**config.mk**
```make
export PLATFORM = sky130hd
export DESIGN_NAME = bounded_circular_deque
export DESIGN_NICKNAME = d
export VERILOG_FILES = /design/src/hw/rtl/bcd_pkg.sv /design/src/hw/rtl/bounded_circular_deque.sv
export VERILOG_INCLUDE_DIRS = /design/src /design/src/hw/rtl
export SDC_FILE = /design/constraint.sdc
export NUM_CORES = 1
export LEC_CHECK = 0
export ABC_AREA = 1
export BUFFER_PORTS_ARGS = -buffer_cell sky130_fd_sc_hd__clkbuf_2
export CORE_MARGIN = 1
export CORE_UTILIZATION = 29
export DETAILED_ROUTE_END_ITERATION = 12
export MAX_ROUTING_LAYER = met4
export PLACE_DENSITY = 0.49
export SLEW_MARGIN = 10
export SYNTH_ARGS = -nofsm -noshare
export SYNTH_HDL_FRONTEND = slang
export SYNTH_SLANG_ARGS = --single-unit
```
**constraint.sdc**
```tcl
create_clock -name clk -period 8 [get_ports clk]
set_clock_uncertainty 0.2 [all_clocks]
set_input_delay 2.4 -clock clk [delete_from_list [all_inputs] [get_ports clk]]
set_output_delay 2.4 -clock clk [all_outputs]
set_load 0.005 [all_outputs]
```
**src/hw/rtl/bounded_circular_deque_assert.svh**
```systemverilog
// assertion macros for the bounded circular deque
`ifndef BOUNDED_CIRCULAR_DEQUE_ASSERT_SVH
`define BOUNDED_CIRCULAR_DEQUE_ASSERT_SVH

// condition must hold in the same cycle as the trigger
`define BCD_ASSERT_NOW(lbl, trig, cond, msg) \
  lbl: assert property (@(posedge clk) disable iff (rst) (trig) |-> (cond)) else $error(msg);

// condition must hold in the cycle after the trigger
`define BCD_ASSERT_NEXT(lbl, trig, cond, msg) \
  lbl: assert property (@(posedge clk) disable iff (rst) (trig) |=> (cond)) else $error(msg);

`endif

```
**src/hw/rtl/bcd_pkg.sv**
```systemverilog
// shared types and constants for the bounded circular deque
package bcd_pkg;

  localparam int unsigned DEPTH_DEFAULT = 16;
  localparam int unsigned WORD_W        = 32;
  localparam int unsigned KIND_W        = 3;
  localparam int unsigned CAP_W         = 5;
  localparam int unsigned CAP_RESET     = 16;
  // result record: ok, popped, front, rear, empty, full, padded to whole bytes
  localparam int unsigned RES_W         = 3 * WORD_W + 3;
  localparam int unsigned RES_PAD_W     = ((RES_W + 7) / 8) * 8;

  localparam logic [WORD_W-1:0] NONE_WORD = '1;

  typedef enum logic [KIND_W-1:0] {
    KIND_PUSH_FRONT = 3'd0,
    KIND_PUSH_REAR  = 3'd1,
    KIND_POP_FRONT  = 3'd2,
    KIND_POP_REAR   = 3'd3,
    KIND_LOOK       = 3'd4
  } kind_t;

endpackage

```
**src/hw/rtl/bounded_circular_deque.sv**
```systemverilog
// bounded circular deque: top level with index logic, word store and result register
//
// Double-ended queue of signed 32-bit words. Each request pushes or pops at either end,
// or only looks, and gives exactly one result: success, the popped word, the front and
// rear words and the empty and full flags. One request is taken every clock while the
// result side does not stall; a result reaches the master side through the store's
// registered read ports (one for the new front, one for the new rear) and then the
// result register. A write to the capacity register (1 to DEPTH, 0 reads as 1, larger
// values as DEPTH) empties the deque; write it only while no request is in flight.
module bounded_circular_deque #(
  parameter int unsigned DEPTH = bcd_pkg::DEPTH_DEFAULT
) (
  input  logic                                clk,
  input  logic                                rst,
  // capacity register write
  input  logic                                cfg_valid,
  output logic                                cfg_ready,
  input  logic [bcd_pkg::CAP_W-1:0]           cfg_data,
  // request side
  input  logic                                s_tvalid,
  output logic                                s_tready,
  input  logic [bcd_pkg::WORD_W-1:0]          s_tdata,   // value
  input  logic [bcd_pkg::KIND_W-1:0]          s_tuser,   // kind
  // result side
  output logic                                m_tvalid,
  input  logic                                m_tready,
  output logic [bcd_pkg::RES_PAD_W-1:0]       m_tdata    // ok, popped, front_word,
                                                          // rear_word, is_empty, is_full
);

  import bcd_pkg::*;

  localparam int unsigned IW   = (DEPTH > 1) ? $clog2(DEPTH) : 1;
  localparam int unsigned CW   = $clog2(DEPTH + 1);
  localparam int unsigned CMPW = (CW > CAP_W) ? CW : CAP_W;
  localparam int unsigned CAP_RESET_USE = (CAP_RESET > DEPTH) ? DEPTH : CAP_RESET;

  logic [WORD_W-1:0] mem [0:DEPTH-1];

  logic [IW-1:0] head, head_next;
  logic [IW-1:0] tail, tail_next;
  logic [CW-1:0] count, count_next;
  logic [CW-1:0] cap_use;
  logic [IW-1:0] cap_last;

  logic [CMPW-1:0] cap_wr;
  logic [CMPW-1:0] cap_sel;

  logic          s_accept;
  logic          wr_en;
  logic [IW-1:0] wr_addr;
  logic          ok_next;
  logic          pop_ok;
  logic          pop_front;

  // stage after the store read
  logic              p_valid;
  logic              p_ok;
  logic              p_pop;
  logic              p_pop_front;
  logic              p_empty;
  logic              p_full;
  logic [WORD_W-1:0] rd_front;
  logic [WORD_W-1:0] rd_rear;
  logic              byp_front;
  logic              byp_rear;
  logic [WORD_W-1:0] wd_q;
  logic              p_advance;

  // words after the last finished request
  logic [WORD_W-1:0] cur_front;
  logic [WORD_W-1:0] cur_rear;

  logic [WORD_W-1:0] front_val;
  logic [WORD_W-1:0] rear_val;
  logic [WORD_W-1:0] popped_val;

  assign cfg_ready = 1'b1;
  assign p_advance = p_valid && (!m_tvalid || m_tready);
  assign s_tready  = !p_valid || p_advance;
  assign s_accept  = s_tvalid && s_tready;

  // capacity clamp
  always_comb begin
    cap_wr = CMPW'(cfg_data);
    if (cap_wr == '0) begin
      cap_sel = CMPW'(1);
    end else if (cap_wr > CMPW'(DEPTH)) begin
      cap_sel = CMPW'(DEPTH);
    end else begin
      cap_sel = cap_wr;
    end
  end

  // index and count update
  always_comb begin
    head_next  = head;
    tail_next  = tail;
    count_next = count;
    wr_en      = 1'b0;
    wr_addr    = '0;
    ok_next    = 1'b1;
    pop_ok     = 1'b0;
    pop_front  = 1'b0;
    case (kind_t'(s_tuser))
      KIND_PUSH_FRONT, KIND_PUSH_REAR: begin
        if (count >= cap_use) begin
          ok_next = 1'b0;
        end else begin
          wr_en      = 1'b1;
          count_next = count + CW'(1);
          if (count == '0) begin
            head_next = '0;
            tail_next = '0;
            wr_addr   = '0;
          end else if (kind_t'(s_tuser) == KIND_PUSH_FRONT) begin
            head_next = (head == '0) ? cap_last : head - IW'(1);
            wr_addr   = head_next;
          end else begin
            tail_next = (tail == cap_last) ? '0 : tail + IW'(1);
            wr_addr   = tail_next;
          end
        end
      end
      KIND_POP_FRONT, KIND_POP_REAR: begin
        if (count == '0) begin
          ok_next = 1'b0;
        end else begin
          pop_ok     = 1'b1;
          pop_front  = (kind_t'(s_tuser) == KIND_POP_FRONT);
          count_next = count - CW'(1);
          if (count == CW'(1)) begin
            head_next = '0;
            tail_next = '0;
          end else if (pop_front) begin
            head_next = (head == cap_last) ? '0 : head + IW'(1);
          end else begin
            tail_next = (tail == '0) ? cap_last : tail - IW'(1);
          end
        end
      end
      KIND_LOOK: begin
        ok_next = 1'b1;
      end
      default: begin
        ok_next = 1'b0;
      end
    endcase
  end

  always_ff @(posedge clk) begin
    if (rst) begin
      head     <= '0;
      tail     <= '0;
      count    <= '0;
      cap_use  <= CW'(CAP_RESET_USE);
      cap_last <= IW'(CAP_RESET_USE - 1);
    end else if (cfg_valid && cfg_ready) begin
      head     <= '0;
      tail     <= '0;
      count    <= '0;
      cap_use  <= CW'(cap_sel);
      cap_last <= IW'(cap_sel - CMPW'(1));
    end else if (s_accept) begin
      head  <= head_next;
      tail  <= tail_next;
      count <= count_next;
    end
  end

  // word store with registered reads of the new front and rear
  always_ff @(posedge clk) begin
    if (s_accept) begin
      if (wr_en) begin
        mem[wr_addr] <= s_tdata;
      end
      rd_front <= mem[head_next];
      rd_rear  <= mem[tail_next];
    end
  end

  // same-cycle write shows through on the read side
  always_ff @(posedge clk) begin
    if (s_accept) begin
      byp_front   <= wr_en && (wr_addr == head_next);
      byp_rear    <= wr_en && (wr_addr == tail_next);
      wd_q        <= s_tdata;
      p_ok        <= ok_next;
      p_pop       <= pop_ok;
      p_pop_front <= pop_front;
      p_empty     <= (count_next == '0);
      p_full      <= (count_next == cap_use);
    end
  end

  always_ff @(posedge clk) begin
    if (rst) begin
      p_valid <= 1'b0;
    end else if (s_accept) begin
      p_valid <= 1'b1;
    end else if (p_advance) begin
      p_valid <= 1'b0;
    end
  end

  assign front_val  = p_empty ? NONE_WORD : (byp_front ? wd_q : rd_front);
  assign rear_val   = p_empty ? NONE_WORD : (byp_rear ? wd_q : rd_rear);
  // a popped word is the front or rear left by the request before
  assign popped_val = !p_pop ? NONE_WORD : (p_pop_front ? cur_front : cur_rear);

  always_ff @(posedge clk) begin
    if (p_advance) begin
      cur_front <= front_val;
      cur_rear  <= rear_val;
      m_tdata   <= RES_PAD_W'({p_full, p_empty, rear_val, front_val, popped_val, p_ok});
    end
  end

  always_ff @(posedge clk) begin
    if (rst) begin
      m_tvalid <= 1'b0;
    end else if (p_advance) begin
      m_tvalid <= 1'b1;
    end else if (m_tready) begin
      m_tvalid <= 1'b0;
    end
  end

`include "bounded_circular_deque_assert.svh"

  `BCD_ASSERT_NOW(a_count_in_cap, 1'b1, count <= cap_use, "count above capacity")
  `BCD_ASSERT_NOW(a_empty_indices, count == '0, head == '0 && tail == '0, "empty deque with moved indices")
  `BCD_ASSERT_NOW(a_stall_cause, !s_tready, p_valid && m_tvalid && !m_tready, "request side stalled without cause")
  `BCD_ASSERT_NEXT(a_push_count, s_accept && wr_en && !cfg_valid, count == $past(count) + CW'(1), "push did not grow count")

endmodule

```
==> key figures, run 1 <==
Run status
  • Outcome: finished clean

CTS
  • Clock tree sinks: 738
  • Clock tree buffer depth: 3
  • Clock Latency Late Sink: 0.67 ns
  • PostCTS Resize Cnt: 0
  • CTS tree: yes
  • Post-CTS Setup Inserts: 0
  • CTS clk-pin slew, worst paths: 0.06 ns
  • H-tree lvl count: 3
  • CTS root buf: clkbuf_16
  • CTS buffer count: 80
  • Hold_buf cts: 0

Place
  • Final HPWL DP: 71200 um
  • Placed cells: 5894
  • I/O Buffers: 145
  • Pre-CTS setup slack: 1.72 ns
  • GP Congestion: 0.869

Drt
  • Via Count: 31100
  • Final WL: 131000 um
  • Pre-antenna DRT Iters: 6
  • DRC errors left: 0
  • Antenna-violating nets left: 0
  • Wire per inst: 21.7 um
  • Starting DRT DRC Count: 3267
  • Via-to-Cell Ratio: 5.14

Worst hold path
  • Worst hold path class: reg2reg

Floorplanning
  • Initial Utilization: 29.3%
  • FP Rows: 132
  • Die area: 132000 um^2
  • I/O pin cnt: 152
  • Core area: 130000 um^2
  • Die H: 364 um
  • Die W: 364 um

Global route
  • Remaining global-route overflow: 0
  • Tot GR Track Use: 20.1%
  • First-pass GRT wire length: 194000 um
  • Initial antenna violation count: 11
  • Largest net degree at the start of global routing: 191
  • Vias in the first global route: 29500

Setup path
  • R2r worst-path depth: 13
  • CP max FO: 35
  • Reg-to-reg setup timing slack: 3.14 ns
  • RR Startpoint: count[3]
  • CP startpoint: s_tuser[2]
  • Crit path DAT: 5.90 ns
  • Reg2reg end: rd_front[26]
  • Worst Setup EP: rd_front[7]
  • CP Capture Type: flop
  • Worst Path Class, Setup: in2reg
  • CP Launch Type: primary input
  • Worst EP required: 8.22 ns

STA
  • Slew @ Worst Pin: 1.24 ns
  • RSZ-0062 raised after global routing: no
  • Worst hold margin: 0.220 ns
  • Final Hold Vio Count: 0
  • Final worst path period need: 5.67 ns
  • Setup Viol. Count Final: 0
  • Setup TNS Final: 0 ns
  • Slew headroom: 17.6%
  • Max Slew Vio Count: 0
  • Fmax: 176 MHz
  • Post-route clock period utilization: 70.9%
  • Final setup margin: 2.33 ns

Pwr
  • P_int: 6.80 mW
  • VDD IR max: 0.000177 V
  • Power Total: 9.69 mW
  • Comb pwr share: 17.4%
  • P_sw: 2.89 mW
  • PwrDens: 228 nW/um^2
  • Clk network pwr share: 36.6%
  • Switching Share: 29.8%
  • Reg power frac: 46.0%
  • Lkg Pwr: 17.7 nW

Yosys
  • Synthesized flop and latch total: 738
  • Synth area leaders: edfxtp_1, nand3_1, nand2_1
  • Main combinational cell family by area after synthesis: simple AND/OR/NAND/NOR gates
  • Post-synthesis sequential area ratio: 57.8%
  • Most common flop cell mapped by yosys: edfxtp_1
  • Ys Warns: 0
  • Top post-synthesis cells by count: nand3_1, nand2_1, edfxtp_1, inv_1, buf_2
  • Area of the mapped netlist: 37900 um^2
  • Mux cell area share after synthesis: 0%
  • Top-count cell post-synth: nand3_1
  • Synth Area in Compound Gates: 1.25%
  • Xor/xnor cell area share of the yosys netlist: 0.393%
  • Mean post-synth cell area: 8.93 um^2
  • Synth area leader: edfxtp_1
  • Number of synthesized flops with an enable pin: 714
  • Adder-Cell Fraction of Synth Area: 0.462%
  • Share of flip-flops with an asynchronous set or reset: 0%
  • Synth Instances: 4245
  • Simple-Gate Fraction of Synth Area: 30.2%
  • Synth top area share: 56.5%
  • Post-synth cell types: 41

Run
  • Max-cap violations: 0

Finish
  • P&R area growth vs syn: 12.3%
  • Non-Filler Instances: 6043
  • Net count reported at finish: 4293
  • Layout cells sized above 1: 8.80%
final cells by class:
| cell class | instances | area (um^2) |
|---|---|---|
| clock buffers | 102 | 2110 |
| inverters | 578 | 2180 |
| fillers | 13400 | 87100 |
| well taps | 1742 | 2180 |
| multi-input cells | 2625 | 12500 |
| diodes | 6 | 15.0 |
| flip-flops and latches | 738 | 21900 |
| repair buffers | 211 | 1360 |
| clock inverters | 41 | 313 |
logic make-up after synthesis:
kind of cell,count (synthesis)
xor+xnor,17
flops,738
fa+ha+maj,14
compound gates,88
buf+inv,886
simple gates,2500
other cells,2
metrics by stage:
step	utilization, %	area, um^2
finish	32.8	42600
global route	32.8	42600
CTS	32.8	42600
detailed placement	31.0	40100
global placement	31.0	40100
floorplan	-	37900
flip-flops by register name, indices dropped and copies added (netlist names), 4 cells and up:
name,flops
cap_last,4
cap_use,5
count,5
cur_front,31
cur_rear,31
head,4
m_tdata,37
mem,512
rd_front,32
rd_rear,32
tail,4
wd_q,32
worst min path at each step:
stage                     startpoint          end  slack (ns)  cells after the start
after global routing          p_full  m_tdata[98]        0.24                      0
final                           p_ok   m_tdata[0]        0.22                      0
after global placement          p_ok   m_tdata[0]        0.21                      0
after floorplan                 p_ok   m_tdata[0]        0.20                      0
after detailed placement        p_ok   m_tdata[0]        0.21                      0
after CTS                       p_ok   m_tdata[0]        0.22                      0
routing by layer:
metal / track usage (%) / vias to the layer above / part of all wire (%)
met5: - / - / 0
met4: 7.30 / 0 / 2.9
met3: 3.06 / 262 / 8.1
met2: 31.2 / 1550 / 46
met1: 26.5 / 14900 / 43
li1: - / 14300 / -
power groups by stage:
stage	Combinational (mW)	Sequential (mW)	Clock (mW)
after floorplan	1.06	4.53	0
after global placement	1.66	4.54	0
after detailed placement	1.66	4.54	0
after CTS	1.66	4.46	3.61
after global routing	1.82	4.47	3.76
final	1.69	4.46	3.54
placed cells by master, fill, tap and decap left out, drive strengths merged, types with 34 or more instances in the layout:
| master | count |
|---|---|
| nand3 | 1539 |
| nand2 | 894 |
| edfxtp | 714 |
| inv | 580 |
| clkbuf | 247 |
| buf | 66 |
| nor2 | 57 |
| o21ai | 41 |
| clkinv | 36 |
| a21oi | 34 |
worst max-delay path, stage by stage:
cell and delay (ns):
clkbuf_2 0.24, inv_4 0.12, nand2_4 0.11, inv_2 0.08, nand2_2 0.15, nor2_2 0.08, inv_2 0.07, o21ai_2 0.06
a21oi_1 0.22, nand3_4 0.51, clkinv_2 0.85, buf_4 0.65, nand3_1 0.17, nand3_1 0.11, nand2_1 0.05
Note: power is estimated with default switching activity, not from simulation.
==> run 2, diff against run 1 <==
==> constraint.sdc (replaced) <==
create_clock -name clk -period 5.2 [get_ports clk]
set_clock_uncertainty 0.2 [all_clocks]
set_input_delay 1.56 -clock clk [delete_from_list [all_inputs] [get_ports clk]]
set_output_delay 1.56 -clock clk [all_outputs]
set_load 0.005 [all_outputs]
==> run 2 against run 1 <==
  * Count of clock-buffer cells in the layout decreased by 8
  * Largest cell class unchanged
  * Sequential power increased by 54%
  * Worst hold slack better by 0.0081 ns
  * Critical path depth up 1
  * Worst setup slack got worse by 1.0 ns
  * Utilization rose by 0.75 points
  * Sequential share of layout area decreased by 1.1 points
==> key figures, run 2 (synthesis gave the netlist of run 1 again) <==
Place
  • Pre-CTS setup slack: 0.715 ns
  • GP Congestion: 0.870
  • I/O Buffers: 145
  • Final HPWL DP: 73700 um

Drt
  • DRC errors left: 0
  • Pre-antenna DRT Iters: 6
  • Starting DRT DRC Count: 3448
  • Via Count: 31200
  • Antenna-violating nets left: 0
  • Via-to-Cell Ratio: 5.13
  • WL met1: 58200 um
  • Final WL: 132000 um
  • Routed wl met3: 11000 um
  • DR WL met2: 58300 um
  • Top sig layer: met4
  • Wire per inst: 21.6 um

CTS
  • H-tree lvl count: 3
  • Clock tree buffer depth: 3
  • CTS tree: yes
  • Post-CTS Setup Inserts: 0
  • Clock Latency Late Sink: 0.64 ns
  • Hold_buf cts: 0
  • CTS root buf: clkbuf_16
  • CTS buffer count: 79
  • PostCTS Resize Cnt: 0
  • Clock tree sinks: 738
  • CTS clk-pin slew, worst paths: 0.07 ns

Setup path
  • RR Startpoint: count[3]
  • Reg-to-reg setup timing slack: 1.29 ns
  • Crit path DAT: 4.11 ns
  • Crit path max-delay family: simple AND/OR/NAND/NOR gates
  • WP buf/inv: 2
  • R2r worst-path depth: 16
  • Worst Path Class, Setup: reg2reg
  • Cell Chain, Critical Path: ha_1 -> nand2_1 -> inv_2 -> nand2_1 -> nand2_1 -> nor2_4 -> nand2_1 -> nand2_1 -> nand2_1 -> nor2_4 -> buf_12 -> nand3_1 -> nand3_1 -> nand3_1 -> nand3_1 -> nand2_1
  • Worst EP required: 5.40 ns
  • CP Launch Type: flop
  • CP Capture Type: flop
  • Crit-path most repeated cell: nand2_1
  • Worst-path cell with the longest stage delay: dfxtp_1
  • Reg2reg end: rd_rear[16]
  • CP peak stage delay: 0.64 ns
  • CP max FO: 140

STA
  • Setup TNS Final: 0 ns
  • Setup Viol. Count Final: 0
  • Slew @ Worst Pin: 1.26 ns
  • Slew headroom: 16.3%
  • Max Slew Vio Count: 0
  • Final setup margin: 1.29 ns
  • Worst hold margin: 0.229 ns
  • RSZ-0062 raised after global routing: no
  • Final worst path period need: 3.91 ns
  • Fmax: 256 MHz
  • Final Hold Vio Count: 0
  • Post-route clock period utilization: 75.3%

Worst hold path
  • Hold Path Sink: m_tdata[98]
  • Hold_sp: p_full
  • Cell count of the worst hold path: 0
  • Worst hold path class: reg2reg

Global route
  • First-pass GRT wire length: 195000 um
  • Initial antenna violation count: 13
  • Remaining global-route overflow: 0
  • Tot GR Track Use: 20.1%
  • Vias in the first global route: 29200
  • Largest net degree at the start of global routing: 141

Finish
  • Number of flip-flops in the largest register: 512
  • Layout cells sized above 1: 9.73%
  • Fillers: 13200
  • Net count reported at finish: 4322
  • P&R area growth vs syn: 14.8%
  • Largest registers: mem (512), m_tdata (37)
  • Reg with most FFs: mem
  • Most frequent cells in the layout: nand3_1, nand2_1, edfxtp_1
  • Commonest non-fill, non-tap cell in the layout: nand3_1
  • Post-layout util: 33.6%

Run
  • Max-cap violations: 0

Pwr
  • Switching Share: 29.2%
  • Power Total: 15.4 mW
  • Comb pwr share: 17.4%
  • PwrDens: 353 nW/um^2
  • P_sw: 4.49 mW
  • VDD IR max: 0.000267 V
  • Lkg Pwr: 18.1 nW
  • P_int: 10.9 mW
  • Clk network pwr share: 38.0%
  • Reg power frac: 44.7%

Floorplanning
  • Die H: 364 um
  • I/O pin cnt: 152
  • Initial Utilization: 29.3%
  • FP Rows: 132
  • Die W: 364 um
  • Core area: 130000 um^2
  • Die area: 132000 um^2

Run status
  • Outcome: finished clean
run 2: cell types whose count changed in the layout (fill, tap and decap cells not counted), sizes merged:
cell	delta
clkbuf	-8
buf	+30
clkinvlp	+3
clkinv	-3
inv	+2
diode	+3
bufinv	+7
run 2: stage by stage:
| stage | cells | area [um^2] |
|---|---|---|
| floorplan | 4249 | 37900 |
| global placement | 5924 | 40900 |
| detailed placement | 5924 | 40900 |
| CTS | 6068 | 43500 |
| global route | 6076 | 43500 |
| finish | 6077 | 43500 |
run 2: power by group through the flow:
stage | registers (mW) | clock network, mW | logic [mW]
after global routing | 6.89 | 6.16 | 2.88
after global placement | 7.00 | 0 | 2.63
final | 6.87 | 5.84 | 2.68
after detailed placement | 7.00 | 0 | 2.63
after floorplan | 6.97 | 0 | 1.63
after CTS | 6.87 | 5.97 | 2.64
run 2: worst reg2reg max path, cell delays in order, from the launching register on:
cell,delay (ns)
dfxtp_1,0.64
ha_1,0.32
nand2_1,0.10
inv_2,0.03
nand2_1,0.14
nand2_1,0.11
nor2_4,0.22
nand2_1,0.13
nand2_1,0.08
nand2_1,0.08
nor2_4,0.24
buf_12,0.55
nand3_1,0.28
nand3_1,0.13
nand3_1,0.18
nand3_1,0.17
nand2_1,0.07
run 2: worst max path at each step:
stage                          start           end  slack (ns)  cells past startpoint
after detailed placement  s_tuser[2]   rd_front[2]        0.72                     16
after floorplan             m_tready  cur_front[0]        0.06                      2
final                       count[3]   rd_rear[16]        1.29                     16
after global routing        count[3]     mem[3][8]        1.10                     14
after global placement    s_tuser[2]   rd_front[2]        0.75                     16
after CTS                   count[3]   rd_rear[16]        1.36                     16
run 2: final cells by class:
class,count,area (um^2),area share [%]
flip-flops and latches,738,21900,50.3
multi-input cells,2625,12500,28.7
inverters,578,2180,5.01
well taps,1742,2180,5.01
repair buffers,241,2110,4.84
clock buffers,94,2100,4.81
clock inverters,50,537,1.23
diodes,9,22.5,0.0517
run 2: routing by layer:
layer,global-route usage (%),up-vias
li1,-,14400
met1,27.5,14900
met2,30.5,1564
met3,2.93,264
met4,6.89,0
met5,-,-
